<file path="config.mk">
export PLATFORM = sky130hd
export DESIGN_NAME = http_request_tokenizer_top_flat
export DESIGN_NICKNAME = d
export VERILOG_FILES = /design/src/sv/hrt_pkg.sv /design/src/sv/hrt_if.sv /design/src/sv/http_request_tokenizer_top.sv /design/src/sv/hrt_parser.sv /design/src/sv/hrt_out_buf.sv /design/src/flat_wrapper.sv
export SDC_FILE = /design/constraint.sdc
export NUM_CORES = 1
export LEC_CHECK = 0
export BUFFER_PORTS_ARGS = -buffer_cell sky130_fd_sc_hd__buf_2
export CAP_MARGIN = 25
export CORE_AREA = 2 2 116 90
export DETAILED_ROUTE_END_ITERATION = 7
export DIE_AREA = 0 0 118 92
export GPL_TIMING_DRIVEN = 0
export SYNTH_ARGS = -nofsm -noshare
export SYNTH_HDL_FRONTEND = slang
export SYNTH_HIERARCHICAL = 1
export SYNTH_SLANG_ARGS = --single-unit
</file>
<file path="constraint.sdc">
create_clock -name clk -period 8.9 [get_ports clk]
set_clock_uncertainty 0.05 [all_clocks]
set_input_delay 0.445 -clock clk [delete_from_list [all_inputs] [get_ports clk]]
set_output_delay 0.445 -clock clk [all_outputs]
set_load 0.02 [all_outputs]
</file>
<file path="src/sv/hrt_pkg.sv">
// Package for the HTTP request tokenizer: phases, field codes, result type.
package hrt_pkg;

  typedef enum logic [3:0] {
    PH_METHOD    = 4'd0,
    PH_PRE_PATH  = 4'd1,
    PH_PATH      = 4'd2,
    PH_PRE_PROTO = 4'd3,
    PH_PROTO     = 4'd4,
    PH_GAP       = 4'd5,
    PH_NAME      = 4'd6,
    PH_SEP       = 4'd7,
    PH_VALUE     = 4'd8,
    PH_DONE      = 4'd9
  } phase_t;

  localparam logic [2:0] KIND_SKIP  = 3'd0;
  localparam logic [2:0] KIND_METHOD = 3'd1;
  localparam logic [2:0] KIND_PATH  = 3'd2;
  localparam logic [2:0] KIND_PROTO = 3'd3;
  localparam logic [2:0] KIND_NAME  = 3'd4;
  localparam logic [2:0] KIND_VALUE = 3'd5;

  localparam logic [1:0] STATUS_BUSY    = 2'd0;
  localparam logic [1:0] STATUS_OK      = 2'd1;
  localparam logic [1:0] STATUS_INVALID = 2'd2;

  localparam logic [3:0] MIN_LENGTH = 4'd15;
  localparam logic [3:0] POS_MAX    = 4'd15;

  localparam logic [7:0] CH_SPACE = 8'h20;
  localparam logic [7:0] CH_CR    = 8'h0d;
  localparam logic [7:0] CH_LF    = 8'h0a;
  localparam logic [7:0] CH_COLON = 8'h3a;

  // match bit 0: "GET ", bit 1: "POST"
  localparam logic [1:0] MATCH_BOTH = 2'b11;
  localparam logic [1:0] MATCH_GET  = 2'b01;
  localparam logic [1:0] MATCH_POST = 2'b10;

  typedef struct packed {
    logic [7:0] out_byte;
    logic [2:0] field_kind;
    logic       field_first;
    logic [1:0] status;
  } token_t;

  function automatic logic [7:0] get_char(input logic [1:0] idx);
    logic [7:0] c;
    case (idx)
      2'd0: c = 8'h47;    // G
      2'd1: c = 8'h45;    // E
      2'd2: c = 8'h54;    // T
      default: c = 8'h20; // space
    endcase
    return c;
  endfunction

  function automatic logic [7:0] post_char(input logic [1:0] idx);
    logic [7:0] c;
    case (idx)
      2'd0: c = 8'h50;    // P
      2'd1: c = 8'h4f;    // O
      2'd2: c = 8'h53;    // S
      default: c = 8'h54; // T
    endcase
    return c;
  endfunction

endpackage

</file>
<file path="src/sv/hrt_if.sv">
// Stream interfaces for request bytes in and tagged tokens out.
interface byte_in_if;
  logic       valid;
  logic       ready;
  logic [7:0] in_byte;
  logic       last_byte;

  modport source (output valid, output in_byte, output last_byte, input ready);
  modport sink   (input valid, input in_byte, input last_byte, output ready);
endinterface

interface token_out_if;
  logic       valid;
  logic       ready;
  logic [7:0] out_byte;
  logic [2:0] field_kind;
  logic       field_first;
  logic [1:0] status;

  modport source (output valid, output out_byte, output field_kind,
                  output field_first, output status, input ready);
  modport sink   (input valid, input out_byte, input field_kind,
                  input field_first, input status, output ready);
endinterface

</file>
<file path="src/sv/http_request_tokenizer_top.sv">
// Top level of the HTTP request line and header tokenizer.
//
//   port   dir   content
//   req    in    in_byte[7:0], last_byte
//   tok    out   out_byte[7:0], field_kind[2:0], field_first, status[1:0]
//
// One byte per cycle while req.ready is high; each tagged byte is registered
// in the output buffer. Parser state updates on each transfer, so bytes
// stream back to back. A two-entry output buffer lets one more byte enter
// while tok is stalled; req.ready drops only when both entries are full.
// Synchronous reset returns the parser to the method phase and empties the buffer.
// Parser state also restarts after each byte marked last_byte.
module http_request_tokenizer_top
  import hrt_pkg::*;
(
  input  logic        clk,
  input  logic        rst,
  byte_in_if.sink     req,
  token_out_if.source tok
);

  logic   res_valid;
  logic   res_ready;
  token_t res;

  hrt_parser u_parser (
    .clk       (clk),
    .rst       (rst),
    .req       (req),
    .res_ready (res_ready),
    .res_valid (res_valid),
    .res       (res)
  );

  hrt_out_buf u_out_buf (
    .clk        (clk),
    .rst        (rst),
    .push       (res_valid),
    .push_data  (res),
    .push_ready (res_ready),
    .tok        (tok)
  );

  a_first_has_kind: assert property (@(posedge clk) disable iff (rst)
    tok.valid && tok.field_first |-> tok.field_kind != KIND_SKIP)
    else $error("field_first set on a skipped byte");

  a_result_next_cycle: assert property (@(posedge clk) disable iff (rst)
    req.valid && req.ready && !tok.valid |=> tok.valid)
    else $error("transfer into empty buffer produced no result");

  a_kind_range: assert property (@(posedge clk) disable iff (rst)
    tok.valid |-> tok.field_kind <= KIND_VALUE && tok.status != 2'd3)
    else $error("token code out of range");

endmodule

</file>
<file path="src/sv/hrt_parser.sv">
// Parser state and per-byte tagging logic.
module hrt_parser
  import hrt_pkg::*;
(
  input  logic        clk,
  input  logic        rst,
  byte_in_if.sink     req,
  input  logic        res_ready,
  output logic        res_valid,
  output token_t      res
);

  phase_t     phase;
  phase_t     phase_next;
  logic [3:0] byte_position;
  logic [1:0] method_match;
  logic [1:0] method_match_next;
  logic [1:0] newline_count;
  logic [1:0] newline_count_next;
  logic       invalid_flag;
  logic       invalid_flag_next;

  logic       fire;
  logic [7:0] b;
  logic [1:0] nl_inc;
  logic [1:0] mm;
  logic [2:0] kind;
  logic       first;
  logic       ok;

  assign req.ready = res_ready;
  assign fire      = req.valid && res_ready;
  assign res_valid = fire;
  assign b         = req.in_byte;
  assign nl_inc    = (newline_count == 2'd3) ? 2'd3 : newline_count + 2'd1;

  always_comb begin
    mm = method_match;
    if (b != get_char(byte_position[1:0])) mm = mm & MATCH_POST;
    if (b != post_char(byte_position[1:0])) mm = mm & MATCH_GET;
  end

  // next state
  always_comb begin
    phase_next         = phase;
    method_match_next  = method_match;
    newline_count_next = newline_count;
    invalid_flag_next  = invalid_flag;
    if (!invalid_flag) begin
      case (phase)
        PH_METHOD: begin
          method_match_next = mm;
          if (byte_position >= 4'd3) begin
            if (mm == 2'b00) begin
              invalid_flag_next = 1'b1;
              phase_next        = PH_DONE;
            end else begin
              phase_next = PH_PRE_PATH;
            end
          end
        end
        PH_PRE_PATH: begin
          if (b != CH_SPACE) phase_next = PH_PATH;
        end
        PH_PATH: begin
          if (b == CH_SPACE) phase_next = PH_PRE_PROTO;
        end
        PH_PRE_PROTO: begin
          if (b == CH_LF) begin
            invalid_flag_next = 1'b1;
            phase_next        = PH_DONE;
          end else if (b != CH_SPACE && b != CH_CR) begin
            phase_next = PH_PROTO;
          end
        end
        PH_PROTO: begin
          if (b == CH_LF) begin
            phase_next         = PH_GAP;
            newline_count_next = 2'd1;
          end
        end
        PH_GAP: begin
          if (b == CH_LF) begin
            newline_count_next = nl_inc;
            if (nl_inc >= 2'd2) phase_next = PH_DONE;
          end else if (b == CH_COLON) begin
            phase_next = PH_DONE;
          end else if (b != CH_SPACE && b != CH_CR) begin
            phase_next         = PH_NAME;
            newline_count_next = 2'd0;
          end
        end
        PH_NAME, PH_SEP, PH_VALUE: begin
          // a space ends a value; in a name it or a colon opens the separator
          if (b == CH_CR || b == CH_LF || (phase == PH_VALUE && b == CH_SPACE)) begin
            phase_next         = PH_GAP;
            newline_count_next = (b == CH_LF) ? 2'd1 : 2'd0;
          end else if (phase == PH_NAME && (b == CH_SPACE || b == CH_COLON)) begin
            phase_next = PH_SEP;
          end else if (phase == PH_SEP && b != CH_SPACE && b != CH_COLON) begin
            phase_next = PH_VALUE;
          end
        end
        default: ;
      endcase
    end
  end

  // outputs
  always_comb begin
    kind  = KIND_SKIP;
    first = 1'b0;
    if (!invalid_flag) begin
      case (phase)
        PH_METHOD: begin
          kind  = KIND_METHOD;
          first = (byte_position == 4'd0);
        end
        PH_PRE_PATH: begin
          if (b != CH_SPACE) begin
            kind  = KIND_PATH;
            first = 1'b1;
          end
        end
        PH_PATH: begin
          if (b != CH_SPACE) kind = KIND_PATH;
        end
        PH_PRE_PROTO: begin
          if (b != CH_SPACE && b != CH_CR && b != CH_LF) begin
            kind  = KIND_PROTO;
            first = 1'b1;
          end
        end
        PH_PROTO: begin
          if (b != CH_LF && b != CH_CR) kind = KIND_PROTO;
        end
        PH_GAP: begin
          if (b != CH_SPACE && b != CH_CR && b != CH_LF && b != CH_COLON) begin
            kind  = KIND_NAME;
            first = 1'b1;
          end
        end
        PH_NAME: begin
          if (b != CH_SPACE && b != CH_COLON && b != CH_CR && b != CH_LF) kind = KIND_NAME;
        end
        PH_SEP: begin
          if (b != CH_SPACE && b != CH_COLON && b != CH_CR && b != CH_LF) begin
            kind  = KIND_VALUE;
            first = 1'b1;
          end
        end
        PH_VALUE: begin
          if (b != CH_SPACE && b != CH_CR && b != CH_LF) kind = KIND_VALUE;
        end
        default: ;
      endcase
    end
    ok = !invalid_flag_next && (byte_position >= MIN_LENGTH - 4'd1) &&
         (phase_next inside {[PH_PROTO:PH_DONE]});
    res.out_byte    = b;
    res.field_kind  = kind;
    res.field_first = first;
    res.status      = !req.last_byte ? STATUS_BUSY : (ok ? STATUS_OK : STATUS_INVALID);
  end

  always_ff @(posedge clk) begin
    if (rst) begin
      phase         <= PH_METHOD;
      byte_position <= 4'd0;
      method_match  <= MATCH_BOTH;
      newline_count <= 2'd0;
      invalid_flag  <= 1'b0;
    end else if (fire) begin
      if (req.last_byte) begin
        phase         <= PH_METHOD;
        byte_position <= 4'd0;
        method_match  <= MATCH_BOTH;
        newline_count <= 2'd0;
        invalid_flag  <= 1'b0;
      end else begin
        phase         <= phase_next;
        byte_position <= (byte_position == POS_MAX) ? POS_MAX : byte_position + 4'd1;
        method_match  <= method_match_next;
        newline_count <= newline_count_next;
        invalid_flag  <= invalid_flag_next;
      end
    end
  end

endmodule

</file>
<file path="src/sv/hrt_out_buf.sv">
// Result register with a skid entry so one more input byte can enter during a stall.
module hrt_out_buf
  import hrt_pkg::*;
(
  input  logic        clk,
  input  logic        rst,
  input  logic        push,
  input  token_t      push_data,
  output logic        push_ready,
  token_out_if.source tok
);

  logic   main_valid;
  token_t main_data;
  logic   skid_valid;
  token_t skid_data;
  logic   pop;

  assign push_ready      = !skid_valid;
  assign pop             = main_valid && tok.ready;
  assign tok.valid       = main_valid;
  assign tok.out_byte    = main_data.out_byte;
  assign tok.field_kind  = main_data.field_kind;
  assign tok.field_first = main_data.field_first;
  assign tok.status      = main_data.status;

  always_ff @(posedge clk) begin
    if (rst) begin
      main_valid <= 1'b0;
      skid_valid <= 1'b0;
    end else if (skid_valid) begin
      if (pop) begin
        main_data  <= skid_data;
        skid_valid <= 1'b0;
      end
    end else if (push) begin
      if (!main_valid || pop) begin
        main_data  <= push_data;
        main_valid <= 1'b1;
      end else begin
        skid_data  <= push_data;
        skid_valid <= 1'b1;
      end
    end else if (pop) begin
      main_valid <= 1'b0;
    end
  end

endmodule

</file>
<file path="src/flat_wrapper.sv">
// flat-port wrapper written by rule: the top's interface ports become plain ports
module http_request_tokenizer_top_flat import hrt_pkg::*;
  (clk, rst, req_valid, req_in_byte, req_last_byte, req_ready, tok_valid, tok_out_byte, tok_field_kind, tok_field_first, tok_status, tok_ready);
  byte_in_if req_i ();
  token_out_if tok_i ();
  input  logic clk;
  input  logic rst;
  input wire logic [$bits(req_i.valid)-1:0] req_valid;
  input wire logic [$bits(req_i.in_byte)-1:0] req_in_byte;
  input wire logic [$bits(req_i.last_byte)-1:0] req_last_byte;
  output wire logic [$bits(req_i.ready)-1:0] req_ready;
  output wire logic [$bits(tok_i.valid)-1:0] tok_valid;
  output wire logic [$bits(tok_i.out_byte)-1:0] tok_out_byte;
  output wire logic [$bits(tok_i.field_kind)-1:0] tok_field_kind;
  output wire logic [$bits(tok_i.field_first)-1:0] tok_field_first;
  output wire logic [$bits(tok_i.status)-1:0] tok_status;
  input wire logic [$bits(tok_i.ready)-1:0] tok_ready;
  assign req_i.valid = req_valid;
  assign req_i.in_byte = req_in_byte;
  assign req_i.last_byte = req_last_byte;
  assign req_ready = req_i.ready;
  assign tok_valid = tok_i.valid;
  assign tok_out_byte = tok_i.out_byte;
  assign tok_field_kind = tok_i.field_kind;
  assign tok_field_first = tok_i.field_first;
  assign tok_status = tok_i.status;
  assign tok_i.ready = tok_ready;
  http_request_tokenizer_top u_core (.clk(clk), .rst(rst), .req(req_i), .tok(tok_i));
endmodule
</file>
# Word-level counts from Yosys, hierarchy flattened
# Index checks and enable logic that the tools add are counted.
# word_totals
register_bits,43
input_bits,13
output_inout_bits,16
word_cells,163
# classes
n_addsub,2
n_lt_le_gt_ge,5
n_eq_ne,29
muxes,70
n_bitwise,3
reduce_logical,39
# ops
operator,n
two-way mux 4 bit,18
two-way mux 14 bit,4
two-way mux 2 bit,17
case mux 4 bit (7 select lines),1
case mux 3 bit (8 select lines),1
case mux 7 bit (3 select lines),1
two-way mux 1 bit,19
equality test 4 x 3 -> 1 bit (second input constant),4
equality test 8 x 4 -> 1 bit (second input constant),2
equality test 8 x 6 -> 1 bit (second input constant),2
logical AND 1 bit,16
inequality test 8 x 4 -> 1 bit (second input constant),2
inequality test 8 x 6 -> 1 bit (second input constant),2
inequality test 8 bit,2
two-way mux 3 bit,5
case mux 5 bit (3 select lines),1
equality test 4 x 2 -> 1 bit (second input constant),2
equality test 4 bit (second input constant),2
zero test 4 bit,2
inequality test 4 bit (second input constant),2
AND reduction 4 bit,2
nonzero test 2 bit,4
AND reduction 7 bit,1
inequality test 3 bit (second input constant),2
other kinds (23),34

# Depth between registers and ports, before layout
# Gate-level depths: netlist of the first run.
# logic_depth
ltp_word,18
ltp_mapped,10
mapped_depth_nobuf,10

# Cells and area by module
# The synthesis of the first run kept the hierarchy.
# by_module_without_submodules
mod,n_inst,cells_each,area_each_um2,seq_area_each_um2
hrt_parser,1,236,1704.1,260.2
hrt_out_buf,1,57,1152.4,880.8

# Worst setup path before layout of the first run
# OpenSTA, ideal clock, no wires.
# synth_path
kind,register to register
from,register u_core.u_out_buf.skid_valid
to,"register u_core/u_out_buf/skid_data[0] (netlist name), enable pin"
setup_ns,0.427
arrival_ns,2.453
t_required_ns,8.423
path_slack_ns,5.970
stages_incl_launch_ff,8
path_buffers,2
synth_period_minus_slack_ns,2.930
cell_sequence,dfxtp_1 -> buf_6 -> buf_12 -> inv_1 -> nand2_1 -> clkinv_1 -> nand2b_4 -> nor4b_1
# synth_via
elab_chain_cells,3
elab_cells_between_ends,4
classes_between,bitwise (1); reduce/logical (3)
# synth_rtl
item,line_no,source
start: declaration,hrt_out_buf.sv:15,logic skid_valid;
start signal: assignment,hrt_out_buf.sv:30,skid_valid <= 1'b0;
start signal: assignment,hrt_out_buf.sv:34,skid_valid <= 1'b0;
start signal: assignment,hrt_out_buf.sv:42,skid_valid <= 1'b1;
zero test 1 bit,hrt_out_buf.sv:19,assign push_ready = !skid_valid;
net u_core.res_ready,http_request_tokenizer_top.sv:23,logic res_ready;
logical AND 1 bit,hrt_parser.sv:32,assign fire = req.valid && res_ready;
net u_core.res_valid,http_request_tokenizer_top.sv:22,logic res_valid;
AND reduction 4 bit (no line),--,
end signal: assignment,hrt_out_buf.sv:41,skid_data <= push_data;
end: declaration,hrt_out_buf.sv:16,token_t skid_data;
# The timed path passes the listed nets, and every way through them passes these cells.
# A chain may end at the register's enable or synchronous reset.

==> metrics.log, run 1 <==
INFO  metric critPathMaxFanout = 9
INFO  metric netlist.area_leader.share = 0.2943
INFO  metric setup_viol = 0
INFO  metric gp_routability_congestion = 0.8853
INFO  metric post_cts_buffers = 0
INFO  metric antenna_cells = 0
INFO  metric ys_flop_type = edfxtp_1
INFO  metric worstHoldPathType = in -> reg
INFO  metric final_util = 0.3377
INFO  metric start_util = 0.2888
INFO  metric cap_violations = 0
INFO  metric post_dp_cell_area = 3176 sq um
INFO  metric mapped_area = 2856 sq um
INFO  metric grt.overflow.total = 0
INFO  metric drt_iter0_drc = 139
INFO  metric yosys-top-cells-area = edfxtp_1, dfxtp_1, mux2_2
INFO  metric critical_path.endpoint_type = register
INFO  metric sum_neg_setup_slack = 0 ns
INFO  metric numPortBuffers = 24
INFO  metric critPathLaunchType = register
INFO  metric tritoncts = done
INFO  metric final_min_period_over_clock_period = 0.3554
INFO  metric grt_pass1_wl = 12010 um
INFO  metric synthesis.nets = 312
INFO  metric vias_in_the_first_global_route = 2256
INFO  metric finalMaxSlewViolations = 0
INFO  metric drive_above_1_share = 0.2652
INFO  metric synth_sequential_area_ratio = 0.3995
INFO  metric finalCriticalPeriod = 3.163 ns
INFO  metric drc = 0
INFO  metric cts-root-buf = clkbuf_16
INFO  metric dieWidth = 118 um
INFO  metric synthesis.instances = 293
INFO  metric critPathRequiredTime = 8.88 ns
INFO  metric worst_path_arrival_time = 3.14 ns
INFO  metric clkLatencyLatePin = 0.28 ns
INFO  metric antenna_left = 0
INFO  metric finalHoldViolCount = 0
INFO  metric pwr_density_cell = 150.5 nW/um^2
INFO  metric number_of_levels_the_h_tree_was_split_into = 2
INFO  metric post-synth-top-count-cell = edfxtp_1
INFO  metric clk_path_buf_depth = 2
INFO  metric syn2layout_area_growth = 16.91%
INFO  metric async_reset_ff_frac = 0
INFO  metric placement_rows = 32
INFO  metric via_count_normalized_by_instance_count = 5.149
INFO  metric design.final.nets = 346
INFO  metric io-pin-count = 29
INFO  metric cellLeakagePower = 1.186 nW
INFO  metric floorplan.die_area = 10860 sq um
INFO  metric track_usage = 0.1404
INFO  metric final_critical_path_setup_slack = 5.737 ns
INFO  metric numCtsBuffers = 5
INFO  metric dp.final_hpwl = 5555 um
INFO  metric largest_net_degree_at_the_start_of_global_routing = 14
INFO  metric detail_route.first_pass.iterations = 4
INFO  metric post-route-cell-area = 3339 sq um
INFO  metric yosys.cell_types.count = 69
INFO  metric ys_warn_count = 6
INFO  metric cts_resized = 0
INFO  metric synth_edf_count = 28
INFO  metric timing.setup.critical_path_class = reg -> reg
INFO  metric cts-hold-fix-buffers = 0
INFO  metric ys_seq_elements = 43
INFO  metric outcome = finished clean
INFO  metric number_of_sinks_handled_by_clock_tree_synthesis = 43
INFO  metric detailedPlace.worstSlack = 5.753 ns
INFO  metric setup_repair_after_global_routing_missed_its_margin = false
INFO  metric clkSlewWorstSetupHoldPaths = 0.06 ns
INFO  metric detailroute.via_count = 2389
INFO  metric synth_largest_area_cell = edfxtp_1
INFO  metric synthTopCellsByCount = edfxtp_1, nor2_1, a21oi_1
INFO  metric worst_ir_drop_vdd = 0.06460 mV
INFO  metric worst_slew_margin_rel = 0.5998
INFO  metric fp.dieH = 92 um
INFO  metric achievable-frequency = 316.2 MHz
INFO  metric fp.coreArea = 9889 sq um
INFO  metric avgRoutedWirePerCell = 15.78 um
INFO  metric postSynthAreaPerCell = 9.749 sq um
INFO  metric worst_pin_slew = 0.5948 ns
INFO  metric detail_route.wirelength = 7320 um
INFO  metric antenna_violations_before_repair = 0
-- sequential cells by signal, indices dropped and copies added (netlist names) --
register and flops:
u_core/u_out_buf/tok.status 2, u_core/u_parser/method_match 2, u_core/u_parser/phase 4, u_core/u_out_buf/tok.field_kind 3, u_core/u_parser/invalid_flag 1, u_core/u_out_buf/skid_data 14
u_core/u_out_buf/tok.valid 1, u_core/u_out_buf/skid_valid 1, u_core/u_out_buf/tok.out_byte 8, u_core/u_parser/byte_position 4, u_core/u_parser/newline_count 2, u_core/u_out_buf/tok.field_first 1
-- critical path, stage by stage (launching register included) --
cell and delay, ns:
dfxtp_1 0.44, ha_1 0.18, clkbuf_1 0.35, o21bai_1 0.19
xnor2_1 0.08, nor3_1 0.25, o21ai_0 0.26, or3_1 0.46
nor4b_4 0.30, nor3_1 0.09, mux2_2 0.27
-- final timing paths --
| kind | to | from | slack, ns | cells after the start |
|---|---|---|---|---|
| max reg2reg | u_core/u_out_buf/tok.status[1]$_DFFE_PP_ | u_core/u_parser/byte_position[1]$_SDFFE_PP0P_ | 5.74 | 10 |
| min | u_core/u_out_buf/skid_data[7]$_DFFE_PP_ | req_in_byte[1] | 0.29 | 1 |
| max | u_core/u_out_buf/tok.status[1]$_DFFE_PP_ | u_core/u_parser/byte_position[1]$_SDFFE_PP0P_ | 5.74 | 10 |
| min reg2reg | u_core/u_parser/newline_count[1]$_SDFFE_PP0P_ | u_core/u_parser/newline_count[1]$_SDFFE_PP0P_ | 0.48 | 2 |
-- per-stage QoR --
stage          hold WS, ns  std cells  power (mW)
3_3_place_gp        0.4425        453      0.3017
5_1_grt             0.2865        464      0.5256
2_1_floorplan       0.4268        293      0.2824
6_report            0.2924        464      0.5027
3_5_place_dp        0.4648        456      0.3038
4_1_cts             0.2839        464      0.5099
-- report_power, final --
group	switching [mW]	internal, mW
Clock	0.0723	0.131
Combinational	0.0438	0.0310
Sequential	0.00333	0.222
Total	0.119	0.383
-- metal layers --
layer	wire length, um	global-route usage
met4	34	0.03313
met3	495	0.02985
met5	0	0
met2	3089	0.2088
met1	3701	0.2068
-- cell type report --
| class | instances | area (sq um) |
|---|---|---|
| fill | 1041 | 6550 |
| multi-input combinational | 209 | 1488 |
| sequential | 43 | 1141 |
| buffer | 29 | 188.9 |
| tap | 136 | 170.2 |
| timing repair buffer | 27 | 142.6 |
| clock buffer | 5 | 125.1 |
| inverter | 12 | 45.04 |
| clock inverter | 3 | 38.79 |
-- cells by family (layout without fill, tap and decap cells) --
logic type / count (synthesis) / count (layout) / share of synthesized area
simple gates: 109 / 109 / 0.2278
flops: 43 / 43 / 0.3995
mux: 14 / 14 / 0.05519
compound gates: 74 / 74 / 0.1910
buf+inv: 41 / 76 / 0.08191
xor+xnor: 6 / 6 / 0.01840
fa+ha+maj: 6 / 6 / 0.02628
-- cell usage in the layout (no fill, tap or decap), drive strengths merged, types with 3 or more instances in the layout --
master / n
dfxtp: 15
buf: 48
nand3b: 4
a31oi: 9
clkbuf: 13
o21ai: 10
nor4: 4
nand3: 8
a22oi: 3
nor3: 13
a21o: 3
xnor2: 5
a2111oi: 3
o21bai: 4
edfxtp: 28
or4: 4
nor2: 25
a21oi: 17
inv: 11
and3: 5
and2: 3
nor4b: 6
or3b: 3
nand2: 14
a211oi: 4
or3: 3
o211ai: 3
mux2: 14
ha: 6
nand2b: 5
Note: power is estimated with default switching activity, not from simulation.
==> run 2, diff against run 1 <==
clock period = 2.6 ns   (was 8.9 ns; I/O delays follow)
==> run 2 against run 1 <==
The run now ends with negative setup slack left. Global-route usage down 0.34 points. Combinational power rose to 3.9 times the previous value. Final area up 9.2%. Register-to-register slack worse by 5.7 ns. Clock-buffer cell count up 1. Sequential power rose to 3.4 times the previous value. Worst setup slack worse by 5.7 ns. Via count rose by 3.2%. Sequential share of layout area down 2.6 points. Core utilization rose by 3.1 points. Clock power rose to 2.9 times the previous value.
==> metrics.log, run 2 (same netlist as run 1, synthesis figures left out) <==
INFO  metric numPortBuffers = 24
INFO  metric final_common_cell = buf_2
INFO  metric gr_util_met2 = 0.2112
INFO  metric floorplan.die_area = 10860 sq um
INFO  metric critPathLaunchType = register
INFO  metric final_min_period_over_clock_period = 1.000
INFO  metric sum_neg_setup_slack = -0.0005775 ns
INFO  metric failing_checks = negative setup slack
INFO  metric fp.coreArea = 9889 sq um
INFO  metric antenna_left = 0
INFO  metric cellLeakagePower = 1.268 nW
INFO  metric dp.final_hpwl = 5266 um
INFO  metric drc = 0
INFO  metric use_met1 = 0.1932
INFO  metric most-common-layout-cells = buf_2, edfxtp_1, nor2_1
INFO  metric critical_register_to_register_path_startpoint = u_core/u_parser/phase[1]$_SDFFE_PP0P_
INFO  metric dieWidth = 118 um
INFO  metric post_dp_cell_area = 3197 sq um
INFO  metric clkLatencyLatePin = 0.29 ns
INFO  metric post-route-cell-area = 3646 sq um
INFO  metric start_util = 0.2888
INFO  metric worst_path_arrival_time = 2.59 ns
INFO  metric finalMaxSlewViolations = 0
INFO  metric critical_path.endpoint_type = register
INFO  metric timing.critical_path.from = u_core/u_parser/phase[1]$_SDFFE_PP0P_
INFO  metric pwr_density_cell = 454.1 nW/um^2
INFO  metric final_critical_path_setup_slack = -0.0005775 ns
INFO  metric avgRoutedWirePerCell = 15.47 um
INFO  metric numCtsBuffers = 5
INFO  metric grt_most_used_layer = met2
INFO  metric grt.met3_usage = 0.02923
INFO  metric setup_repair_after_global_routing_missed_its_margin = true
INFO  metric total_chip_power = 1.656 mW
INFO  metric worst_pin_slew = 0.8477 ns
INFO  metric timing.setup.critical_path_class = reg -> reg
INFO  metric tritoncts = done
INFO  metric drive_above_1_share = 0.3828
INFO  metric design.final.nets = 355
INFO  metric detailroute.via_count = 2466
INFO  metric grt_pass1_wl = 11850 um
INFO  metric largest_net_degree_at_the_start_of_global_routing = 13
INFO  metric critPathMaxFanout = 10
INFO  metric placement_rows = 32
INFO  metric syn2layout_area_growth = 27.64%
INFO  metric via_count_normalized_by_instance_count = 5.214
INFO  metric track_usage = 0.1370
INFO  metric worst_ir_drop_vdd = 0.3151 mV
INFO  metric worst_path_largest_cell_delay = 0.45 ns
INFO  metric antenna_violations_before_repair = 0
INFO  metric worst_slew_margin_rel = 0.4349
INFO  metric vias_in_the_first_global_route = 2312
INFO  metric path_cells = buf_6 -> inv_1 -> nor4b_4 -> or3b_4 -> o2111ai_1 -> o311a_4 -> nor3b_2 -> nor3_2 -> mux2_2
INFO  metric cts-root-buf = clkbuf_16
INFO  metric crit_path_top_delay_cell = or3b_4
INFO  metric top_register = u_core/u_out_buf/skid_data
INFO  metric clkSlewWorstSetupHoldPaths = 0.06 ns
INFO  metric outcome = complete, but fails checks
INFO  metric finalHoldViolCount = 0
INFO  metric detail_route.wirelength = 7316 um
INFO  metric antenna_cells = 0
INFO  metric gp_routability_congestion = 0.9157
INFO  metric setup_viol = 1
INFO  metric detail_route.first_pass.iterations = 6
INFO  metric finalCriticalPeriod = 2.601 ns
INFO  metric fp.dieH = 92 um
INFO  metric cap_violations = 0
INFO  metric largest_register_ffs = 14
INFO  metric clk_path_buf_depth = 2
INFO  metric number_of_levels_the_h_tree_was_split_into = 2
INFO  metric worstHoldStart = tok_ready
INFO  metric achievable-frequency = 384.5 MHz
INFO  metric drt_iter0_drc = 158
INFO  metric io-pin-count = 29
INFO  metric critPathRequiredTime = 2.59 ns
INFO  metric detailedPlace.worstSlack = -0.3580 ns
INFO  metric worstHoldPathType = in -> reg
INFO  metric number_of_sinks_handled_by_clock_tree_synthesis = 43
INFO  metric grt.overflow.total = 0
## run 2: cell count changes in the layout (fill, tap and decap cells not counted), sizes merged
| cell | change |
|---|---|
| clkinv | +1 |
| clkinvlp | -1 |
| dlygate4sd3 | +4 |
| bufinv | -1 |
| buf | +6 |
## run 2: path summary, 6_finish.rpt
path                                                         to  slack, ns  cells past startpoint
hold reg to reg   u_core/u_parser/newline_count[1]$_SDFFE_PP0P_       0.46                      2
setup / recovery       u_core/u_out_buf/tok.status[1]$_DFFE_PP_    -0.0006                      9
setup reg to reg       u_core/u_out_buf/tok.status[1]$_DFFE_PP_    -0.0006                      9
hold / removal           u_core/u_out_buf/skid_valid$_SDFF_PP0_       0.06                      2
## run 2: timing repair
item | 4_1_cts | 5_1_grt
pin swaps | 9 | 7
hold buffers | 4 | 0
gates resized for setup | 37 | 19
endpoints found under the hold margin | 4 | 0
endpoints found under the setup margin | 5 | 4
buffers inserted | 3 | 4
## run 2: per-stage QoR
step / instances / hold WS (ns) / utilization
after floorplan: 293 / 0.1585 / -
after global placement: 453 / 0.2666 / 0.3201
after detailed placement: 455 / 0.2712 / 0.3233
after CTS: 469 / 0.05897 / 0.3570
after global routing: 473 / 0.06662 / 0.3687
final: 473 / 0.05860 / 0.3687
## run 2: critical path, delay by kind of cell (launching register included)
kind            cells  cell delay (ns)
flops               1             0.34
mux                 1             0.26
simple gates        4             1.02
buf+inv             2             0.29
compound gates      2             0.39
## run 2: per-layer routing
layer | up-vias | part of all wire
met1 | 1188 | 0.48
met2 | 90 | 0.45
met5 | - | 0
met4 | 0 | 0.0094
li1 | 1179 | -
met3 | 9 | 0.062
## run 2: layout make-up
cell class	count	area (sq um)
Tap cell	136	170.2
Clock inverter	2	7.507
Buffer	28	215.2
Inverter	12	52.55
Timing Repair Buffer	37	235.2
Sequential cell	43	1151
Fill cell	982	6243
Clock buffer	6	128.9
Multi-Input combinational cell	209	1685
## run 2: where the power goes
part           total [mW]  internal, mW  switching [mW]
combinational       0.289         0.129           0.160
sequential          0.774         0.759          0.0150
clock               0.594         0.349           0.244
